### src/sfa_pkg.sv
package sfa_pkg;

    localparam int FRAME_SLOTS = 64;
    localparam int SLOT_W      = $clog2(FRAME_SLOTS);
    localparam int TILE_SIZE   = 32;

    localparam int ACC_W       = 24;
    localparam int PERIOD_W    = 16;
    localparam int STEP_W      = 16;
    localparam int POS_W       = 6;
    localparam int LEN_W       = 7;
    localparam int MAX_LEN     = 64;
    localparam int COORD_W     = 8;
    localparam int RECT_POS_W  = 13;
    localparam int RECT_DIM_W  = 7;
    localparam int CFG_IDX_W   = 3;
    localparam int CFG_DATA_W  = 16;

    localparam logic [PERIOD_W-1:0] PERIOD_RESET = PERIOD_W'(1000);

    typedef enum logic [1:0] {
        CMD_TICK    = 2'd0,
        CMD_WRITE   = 2'd1,
        CMD_RESTART = 2'd2
    } cmd_t;

    typedef enum logic [CFG_IDX_W-1:0] {
        CFG_FRAME_PERIOD    = 3'd0,
        CFG_LOOP_ENABLE     = 3'd1,
        CFG_PINGPONG_ENABLE = 3'd2,
        CFG_SEQUENCE_START  = 3'd3,
        CFG_SEQUENCE_LENGTH = 3'd4
    } cfg_idx_t;

    typedef struct packed {
        logic               mirror;
        logic               double_height;
        logic               double_width;
        logic [COORD_W-1:0] row;
        logic [COORD_W-1:0] col;
    } frame_entry_t;

endpackage

### src/sprite_frame_animator.sv
// Sprite frame animator.
// Input channel (in_valid/in_stall) carries one command per transfer: a tick
// with time_step, a frame store write (entry_*), or a restart. A tick adds
// time_step to a saturating elapsed-time accumulator; when it reaches
// frame_period the period is subtracted and the frame position steps once
// within the active range (wrap, clamp or ping-pong). Such a tick yields one
// result transfer on the output channel (out_valid/out_stall) with the frame
// number and texture rectangle of the new frame; other commands yield none.
// Configuration registers are written over cfg_valid/cfg_ready/cfg_index/
// cfg_data, always ready; write them only while the block is idle.
// A tick's result is registered in the read stage (the control update and frame
// store read register at the transfer edge), then in the output register once
// that register is free to take it.
// Throughput: one command per cycle while in_stall is low; the frame store has
// one write and one registered read port.
// Reset clears configuration to defaults, the accumulator, position and
// direction; frame store contents are undefined until written.
// When the receiver stalls, the output register holds, the read stage fills,
// and in_stall rises until the output moves again.
module sprite_frame_animator (
    input  logic                              clk,
    input  logic                              rst_n,

    input  logic                              cfg_valid,
    output logic                              cfg_ready,
    input  logic [sfa_pkg::CFG_IDX_W-1:0]     cfg_index,
    input  logic [sfa_pkg::CFG_DATA_W-1:0]    cfg_data,

    input  logic                              in_valid,
    output logic                              in_stall,
    input  logic [1:0]                        command,
    input  logic [sfa_pkg::STEP_W-1:0]        time_step,
    input  logic [sfa_pkg::SLOT_W-1:0]        entry_index,
    input  logic [sfa_pkg::COORD_W-1:0]       entry_col,
    input  logic [sfa_pkg::COORD_W-1:0]       entry_row,
    input  logic                              entry_double_width,
    input  logic                              entry_double_height,
    input  logic                              entry_mirror,

    output logic                              out_valid,
    input  logic                              out_stall,
    output logic [sfa_pkg::POS_W-1:0]         frame_number,
    output logic [sfa_pkg::RECT_POS_W-1:0]    rect_x,
    output logic [sfa_pkg::RECT_POS_W-1:0]    rect_y,
    output logic [sfa_pkg::RECT_DIM_W-1:0]    rect_width,
    output logic [sfa_pkg::RECT_DIM_W-1:0]    rect_height,
    output logic                              mirror
);

    // configuration
    logic [sfa_pkg::PERIOD_W-1:0] period_reg;
    logic                         loop_reg;
    logic                         pingpong_reg;
    logic [sfa_pkg::POS_W-1:0]    start_reg;
    logic [sfa_pkg::LEN_W-1:0]    length_reg;

    // animation state
    logic [sfa_pkg::ACC_W-1:0]    acc_reg,  acc_next;
    logic [sfa_pkg::POS_W-1:0]    pos_reg,  pos_next;
    logic                         back_reg, back_next;

    // read stage and output stage
    logic                         s1_valid_reg, s1_valid_next;
    logic [sfa_pkg::POS_W-1:0]    s1_pos_reg;
    sfa_pkg::frame_entry_t        rd_entry_reg;
    logic                         out_valid_reg, out_valid_next;
    logic [sfa_pkg::POS_W-1:0]    out_pos_reg;
    sfa_pkg::frame_entry_t        out_entry_reg;

    sfa_pkg::frame_entry_t        store_mem [sfa_pkg::FRAME_SLOTS];

    logic                         in_acc;
    logic                         s1_move;
    logic                         is_tick;
    logic                         advance;
    logic [sfa_pkg::ACC_W:0]      acc_sum;
    logic [sfa_pkg::ACC_W-1:0]    acc_sat;
    logic [sfa_pkg::LEN_W-1:0]    len;
    logic [sfa_pkg::POS_W-1:0]    len_m1;
    logic                         dir_back;
    logic [sfa_pkg::POS_W-1:0]    step_pos;
    logic [sfa_pkg::SLOT_W-1:0]   rd_addr;
    logic [sfa_pkg::SLOT_W-1:0]   wr_addr;
    sfa_pkg::frame_entry_t        wr_entry;

    assign cfg_ready = 1'b1;

    assign s1_move  = s1_valid_reg && (!out_valid_reg || !out_stall);
    assign in_stall = s1_valid_reg && !s1_move;
    assign in_acc   = in_valid && !in_stall;

    always_ff @(posedge clk or negedge rst_n)
    begin
        if (!rst_n)
        begin
            period_reg   <= sfa_pkg::PERIOD_RESET;
            loop_reg     <= 1'b1;
            pingpong_reg <= 1'b0;
            start_reg    <= '0;
            length_reg   <= sfa_pkg::LEN_W'(1);
        end
        else if (cfg_valid && cfg_ready)
        begin
            case (cfg_index)
                sfa_pkg::CFG_FRAME_PERIOD:    period_reg   <= cfg_data[sfa_pkg::PERIOD_W-1:0];
                sfa_pkg::CFG_LOOP_ENABLE:     loop_reg     <= cfg_data[0];
                sfa_pkg::CFG_PINGPONG_ENABLE: pingpong_reg <= cfg_data[0];
                sfa_pkg::CFG_SEQUENCE_START:  start_reg    <= cfg_data[sfa_pkg::POS_W-1:0];
                sfa_pkg::CFG_SEQUENCE_LENGTH: length_reg   <= cfg_data[sfa_pkg::LEN_W-1:0];
                default: ;
            endcase
        end
    end

    // accumulate, saturate, compare
    assign is_tick = (command == sfa_pkg::CMD_TICK);
    assign acc_sum = {1'b0, acc_reg} + {{(sfa_pkg::ACC_W + 1 - sfa_pkg::STEP_W){1'b0}}, time_step};
    assign acc_sat = acc_sum[sfa_pkg::ACC_W] ? {sfa_pkg::ACC_W{1'b1}}
                                             : acc_sum[sfa_pkg::ACC_W-1:0];
    assign advance = in_acc && is_tick &&
                     (acc_sat >= {{(sfa_pkg::ACC_W - sfa_pkg::PERIOD_W){1'b0}}, period_reg});

    // active range length clamped to 1..64
    always_comb
    begin
        if (length_reg == '0)
            len = sfa_pkg::LEN_W'(1);
        else if (length_reg > sfa_pkg::LEN_W'(sfa_pkg::MAX_LEN))
            len = sfa_pkg::LEN_W'(sfa_pkg::MAX_LEN);
        else
            len = length_reg;
    end
    assign len_m1 = sfa_pkg::POS_W'(len - sfa_pkg::LEN_W'(1));

    // position step
    always_comb
    begin
        dir_back = back_reg;
        if (pingpong_reg)
        begin
            if (!back_reg && pos_reg >= len_m1)
                dir_back = 1'b1;
            else if (back_reg && pos_reg == '0)
                dir_back = 1'b0;
        end

        if (dir_back)
        begin
            if (pos_reg == '0)
                step_pos = loop_reg ? len_m1 : '0;
            else if (pos_reg - sfa_pkg::POS_W'(1) > len_m1)
                step_pos = len_m1;
            else
                step_pos = pos_reg - sfa_pkg::POS_W'(1);
        end
        else
        begin
            if (pos_reg >= len_m1)
                step_pos = loop_reg ? '0 : len_m1;
            else
                step_pos = pos_reg + sfa_pkg::POS_W'(1);
        end
    end

    always_comb
    begin
        acc_next  = acc_reg;
        pos_next  = pos_reg;
        back_next = back_reg;
        if (in_acc)
        begin
            case (command)
                sfa_pkg::CMD_TICK:
                begin
                    if (advance)
                    begin
                        acc_next  = acc_sat - {{(sfa_pkg::ACC_W - sfa_pkg::PERIOD_W){1'b0}},
                                               period_reg};
                        pos_next  = step_pos;
                        back_next = dir_back;
                    end
                    else
                        acc_next = acc_sat;
                end
                sfa_pkg::CMD_RESTART:
                begin
                    acc_next = '0;
                    pos_next = '0;
                end
                default: ;
            endcase
        end
    end

    assign rd_addr = sfa_pkg::SLOT_W'(start_reg + step_pos);

    always_comb
    begin
        s1_valid_next = s1_valid_reg;
        if (in_acc)
            s1_valid_next = advance;
        else if (s1_move)
            s1_valid_next = 1'b0;

        out_valid_next = out_valid_reg;
        if (s1_move)
            out_valid_next = 1'b1;
        else if (!out_stall)
            out_valid_next = 1'b0;
    end

    always_ff @(posedge clk or negedge rst_n)
    begin
        if (!rst_n)
        begin
            acc_reg       <= '0;
            pos_reg       <= '0;
            back_reg      <= 1'b0;
            s1_valid_reg  <= 1'b0;
            out_valid_reg <= 1'b0;
        end
        else
        begin
            acc_reg       <= acc_next;
            pos_reg       <= pos_next;
            back_reg      <= back_next;
            s1_valid_reg  <= s1_valid_next;
            out_valid_reg <= out_valid_next;
        end
    end

    // frame store: one write port, one registered read port
    assign wr_addr  = sfa_pkg::SLOT_W'(entry_index);
    assign wr_entry = '{mirror:        entry_mirror,
                        double_height: entry_double_height,
                        double_width:  entry_double_width,
                        row:           entry_row,
                        col:           entry_col};

    always_ff @(posedge clk)
    begin
        if (in_acc && command == sfa_pkg::CMD_WRITE)
            store_mem[wr_addr] <= wr_entry;
        if (advance)
            rd_entry_reg <= store_mem[rd_addr];
    end

    always_ff @(posedge clk)
    begin
        if (advance)
            s1_pos_reg <= step_pos;
        if (s1_move)
        begin
            out_pos_reg   <= s1_pos_reg;
            out_entry_reg <= rd_entry_reg;
        end
    end

    assign out_valid    = out_valid_reg;
    assign frame_number = out_pos_reg;
    assign rect_x       = sfa_pkg::RECT_POS_W'(out_entry_reg.col * sfa_pkg::TILE_SIZE);
    assign rect_y       = sfa_pkg::RECT_POS_W'(out_entry_reg.row * sfa_pkg::TILE_SIZE);
    assign rect_width   = out_entry_reg.double_width
                        ? sfa_pkg::RECT_DIM_W'(2 * sfa_pkg::TILE_SIZE)
                        : sfa_pkg::RECT_DIM_W'(sfa_pkg::TILE_SIZE);
    assign rect_height  = out_entry_reg.double_height
                        ? sfa_pkg::RECT_DIM_W'(2 * sfa_pkg::TILE_SIZE)
                        : sfa_pkg::RECT_DIM_W'(sfa_pkg::TILE_SIZE);
    assign mirror       = out_entry_reg.mirror;

endmodule

### config.mk
export PLATFORM = sky130hd
export DESIGN_NAME = sprite_frame_animator
export DESIGN_NICKNAME = d
export VERILOG_FILES = /design/src/sfa_pkg.sv /design/src/sprite_frame_animator.sv
export SDC_FILE = /design/constraint.sdc
export NUM_CORES = 1
export LEC_CHECK = 0
export ABC_CLOCK_PERIOD_IN_PS = 18700
export BUFFER_PORTS_ARGS = -buffer_cell sky130_fd_sc_hd__buf_2
export CORE_MARGIN = 3
export CORE_UTILIZATION = 60
export DETAILED_ROUTE_END_ITERATION = 7
export GPL_TIMING_DRIVEN = 0
export PLACE_DENSITY = 0.77
export SYNTH_ARGS = -nofsm -noshare
export SYNTH_HDL_FRONTEND = slang
export SYNTH_SLANG_ARGS = --single-unit
### constraint.sdc
create_clock -name clk -period 18.7 [get_ports clk]
set_input_delay 1.87 -clock clk [delete_from_list [all_inputs] [get_ports clk]]
set_output_delay 1.87 -clock clk [all_outputs]
set_load 0.01 [all_outputs]
==> flow_summary.ini <==
[yosys]
synth_ff_type = edfxtp_1
synth_top_family_by_area = multiplexers
yosys.area_share.simple_pct = 2.394
mappedNetlistArea_sq_um = 53690
yosys.area_share.xor_xnor_pct = 0.6689
synthMuxAreaShare_pct = 17.73
synth_cell_types = 76
synth-edff-count = 1266
synth_area_per_cell_sq_um = 20.97
syn_inst = 2560
synth_seq_area_share_pct = 73.82
synth-seq-cells = 1330
synth-compound-area-share_pct = 2.657
synth_adder_area_share_pct = 1.247
async_reset_ff_share_pct = 4.812
yosysWarnings = 0

[worst_setup_path]
r2r_cells = 24
timing.critical_path.from = length_reg[2]
crit_type = reg -> reg
max_stage_delay_ns = 0.88
critPathCaptureType = flip-flop
slowest_stage = clkbuf_1
startpoint_type = flip-flop
arrival_ns = 9.54
crit_fanout = 10
reg2reg_to = rd_entry_reg[10]
path_cells = nor3_1 > nand2b_1 > nor2_1 > o21bai_1 > ha_1 > xnor2_1 > ha_1 > o21a_1 > o22a_1 > a21oi_1 > o21ai_0 > maj3_1 > nor2_1 > mux2i_1 > mux2_2 > ha_1 > fa_1 > clkbuf_1 > clkbuf_1 > clkbuf_1 > mux4_2 > mux4_2 > mux2i_1 > mux2i_1
cp.depth = 24
crit-reg2reg-launch = length_reg[2]
crit_buf_inv = 3
endpoint = rd_entry_reg[10]
cpLargestDelayFamily = multiplexers
reg2reg_setup_slack_ns = 9.57
cp.required_ns = 19.11

[die]
fp.dieW_um = 305.1
start_util_pct = 60.65
die_height_um = 305.1
ios = 117
die_area_sq_um = 93100
core_sq_um = 88510
row_count = 109

[placed_design]
dp.final_hpwl_mm = 84.66
place_congestion = 0.8761
port_buffers = 90

[timing]
final.period_utilization_pct = 48.81
finalSetupViolCount = 0
slew_headroom_pct = 7.466
rsz0062_at_grt = no
finalSetupTns_ns = 0
max_freq_mhz = 109.6
hold_violations = 0
skew_ns = 0.03303
period_needed_ns = 9.127
worst_slew_pin_slew_ns = 1.388
slew_violations = 0

[clock_network]
clock_path_buffers = 3
cts_setup_buffers = 0
cts_made_buffers = 132
cts.clk_slew.worst_paths_ns = 0.06
hold_buffers = 0
cts_sinks = 1330
cts-resized-gates = 0
cts.htree.levels = 4
clock_latency_ns = 0.76
clockRootBuffer = clkbuf_16
cts_tree = built

[drt]
firstDrtPassIters = 7
vias = 28820
drt-wirelength-per-cell_um = 34.40
wirelength_mm = 142.4
routed_via_density = 6.962
drt_iter0_drc = 4149
drc = 0
final_antenna_net_count = 0

[final_layout]
multi_input_area_sq_um = 13510
seq_area_sq_um = 39630
largest_reg_flops = 1216
drive_above_1_share_pct = 28.47
synthToLayoutAreaGrowth_pct = 14.06
fillers = 5113
final_nets = 2986

[job]
maxCapViolations = 0

[grt]
grt-ovfl-total = 0
grt_usage_pct = 31.17
grt_pass1_vias = 29220
grt_pass1_wl_mm = 206.8
antenna_found_initial = 4
grt_start_max_net_pins = 65

[run_status]
status = complete, no violations

[hold_path]
worstHoldPathType = reg -> reg
hold_path_depth = 0
cell usage after synthesis (5+ instances only):
master    number  area share [%]
dfrtp_1       56             2.6
a211oi_1       5           0.070
nand2b_1       8           0.093
ha_1          47             1.1
nand3_1       17            0.16
nor2b_1        8           0.093
mux2i_1       79             1.5
buf_1         25            0.17
a22o_1         9            0.15
o211ai_1       9            0.13
mux4_2       380              16
clkbuf_1      84            0.59
mux2_2        15            0.31
and3_1         7           0.082
dfstp_2        8            0.39
nor2_1       106            0.74
o21ai_1        7           0.065
xor2_1        16            0.26
o21bai_1       5           0.070
o21ai_0       48            0.45
a211o_1        5           0.082
a21o_1        22            0.31
a221o_1        5           0.093
inv_1         40            0.28
nand3b_1       8            0.11
buf_4         23            0.32
nand2_1       74            0.52
edfxtp_1    1266              71
xnor2_1       25            0.41
nor3_1        22            0.21
o21a_1         7           0.098
a21oi_1       37            0.34
or3_1          7           0.082
kinds of logic (layout without fill, tap and decap cells):
kind of cell,after synthesis,after routing
buffers and inverters,179,572
DFF,1330,1330
AOI/OAI and AO/OA,203,203
other,2,23
adders and majority gates,52,52
xor gates and xnor gates,41,41
muxes,474,474
and+or+nand+nor,279,279
metal layers:
| metal | up-vias | global-route usage, % | routed length (um) |
|---|---|---|---|
| li1 | 11230 | - | - |
| met1 | 14910 | 42.43 | 50730 |
| met2 | 2339 | 49.93 | 69960 |
| met3 | 338 | 7.303 | 16190 |
| met4 | 4 | 12.18 | 5452 |
| met5 | - | 0 | 26 |
cell type report:
cell class	instances	area share (%)
multi-input combinational	1070	22.06
timing repair buffer	156	2.818
sequential	1330	64.72
clock inverter	71	1.054
tap	1165	2.381
buffer	139	1.048
antenna	2	0.008173
clock buffer	166	5.672
inverter	40	0.2452
worst min path at each step:
| stage | startpoint | to | slack [ns] |
|---|---|---|---|
| final | s1_pos_reg[5] | frame_number[5] | 0.41 |
| after global routing | rd_entry_reg[17] | out_entry_reg[17] | 0.42 |
| after CTS | rd_entry_reg[16] | out_entry_reg[16] | 0.42 |
| after detailed placement | rd_entry_reg[18] | mirror | 0.40 |
| after global placement | s1_pos_reg[0] | frame_number[0] | 0.40 |
| after floorplan | s1_pos_reg[0] | frame_number[0] | 0.40 |
metrics by stage:
stage               area [sq um]  setup slack, ns  hold WS (ns)  cells  utilization, %
floorplan                  53760            11.77        0.4003   2579               -
global route               61230            9.345        0.4195   4137           69.17
global placement           55660            9.995        0.4024   3834           62.89
CTS                        61220            9.834        0.4170   4137           69.16
detailed placement         57100            9.956        0.4045   3900           64.51
finish                     61230            9.573        0.4091   4139           69.18
cells in the final DEF (no fill, tap or decap), types with 28 or more instances in the layout:
cell,count
clkinv_1,28
mux2i_1,79
edfxtp_1,1266
buf_8,43
ha_1,47
o21ai_0,48
nand2_1,74
mux4_2,380
clkbuf_16,134
clkbuf_1,116
dfrtp_1,56
a21oi_1,37
inv_1,40
buf_4,28
nor2_1,42
nor2_2,65
buf_2,88
Power is not shown: default switching activity piles up to over one toggle a cycle in this logic, so the estimate is an artifact.
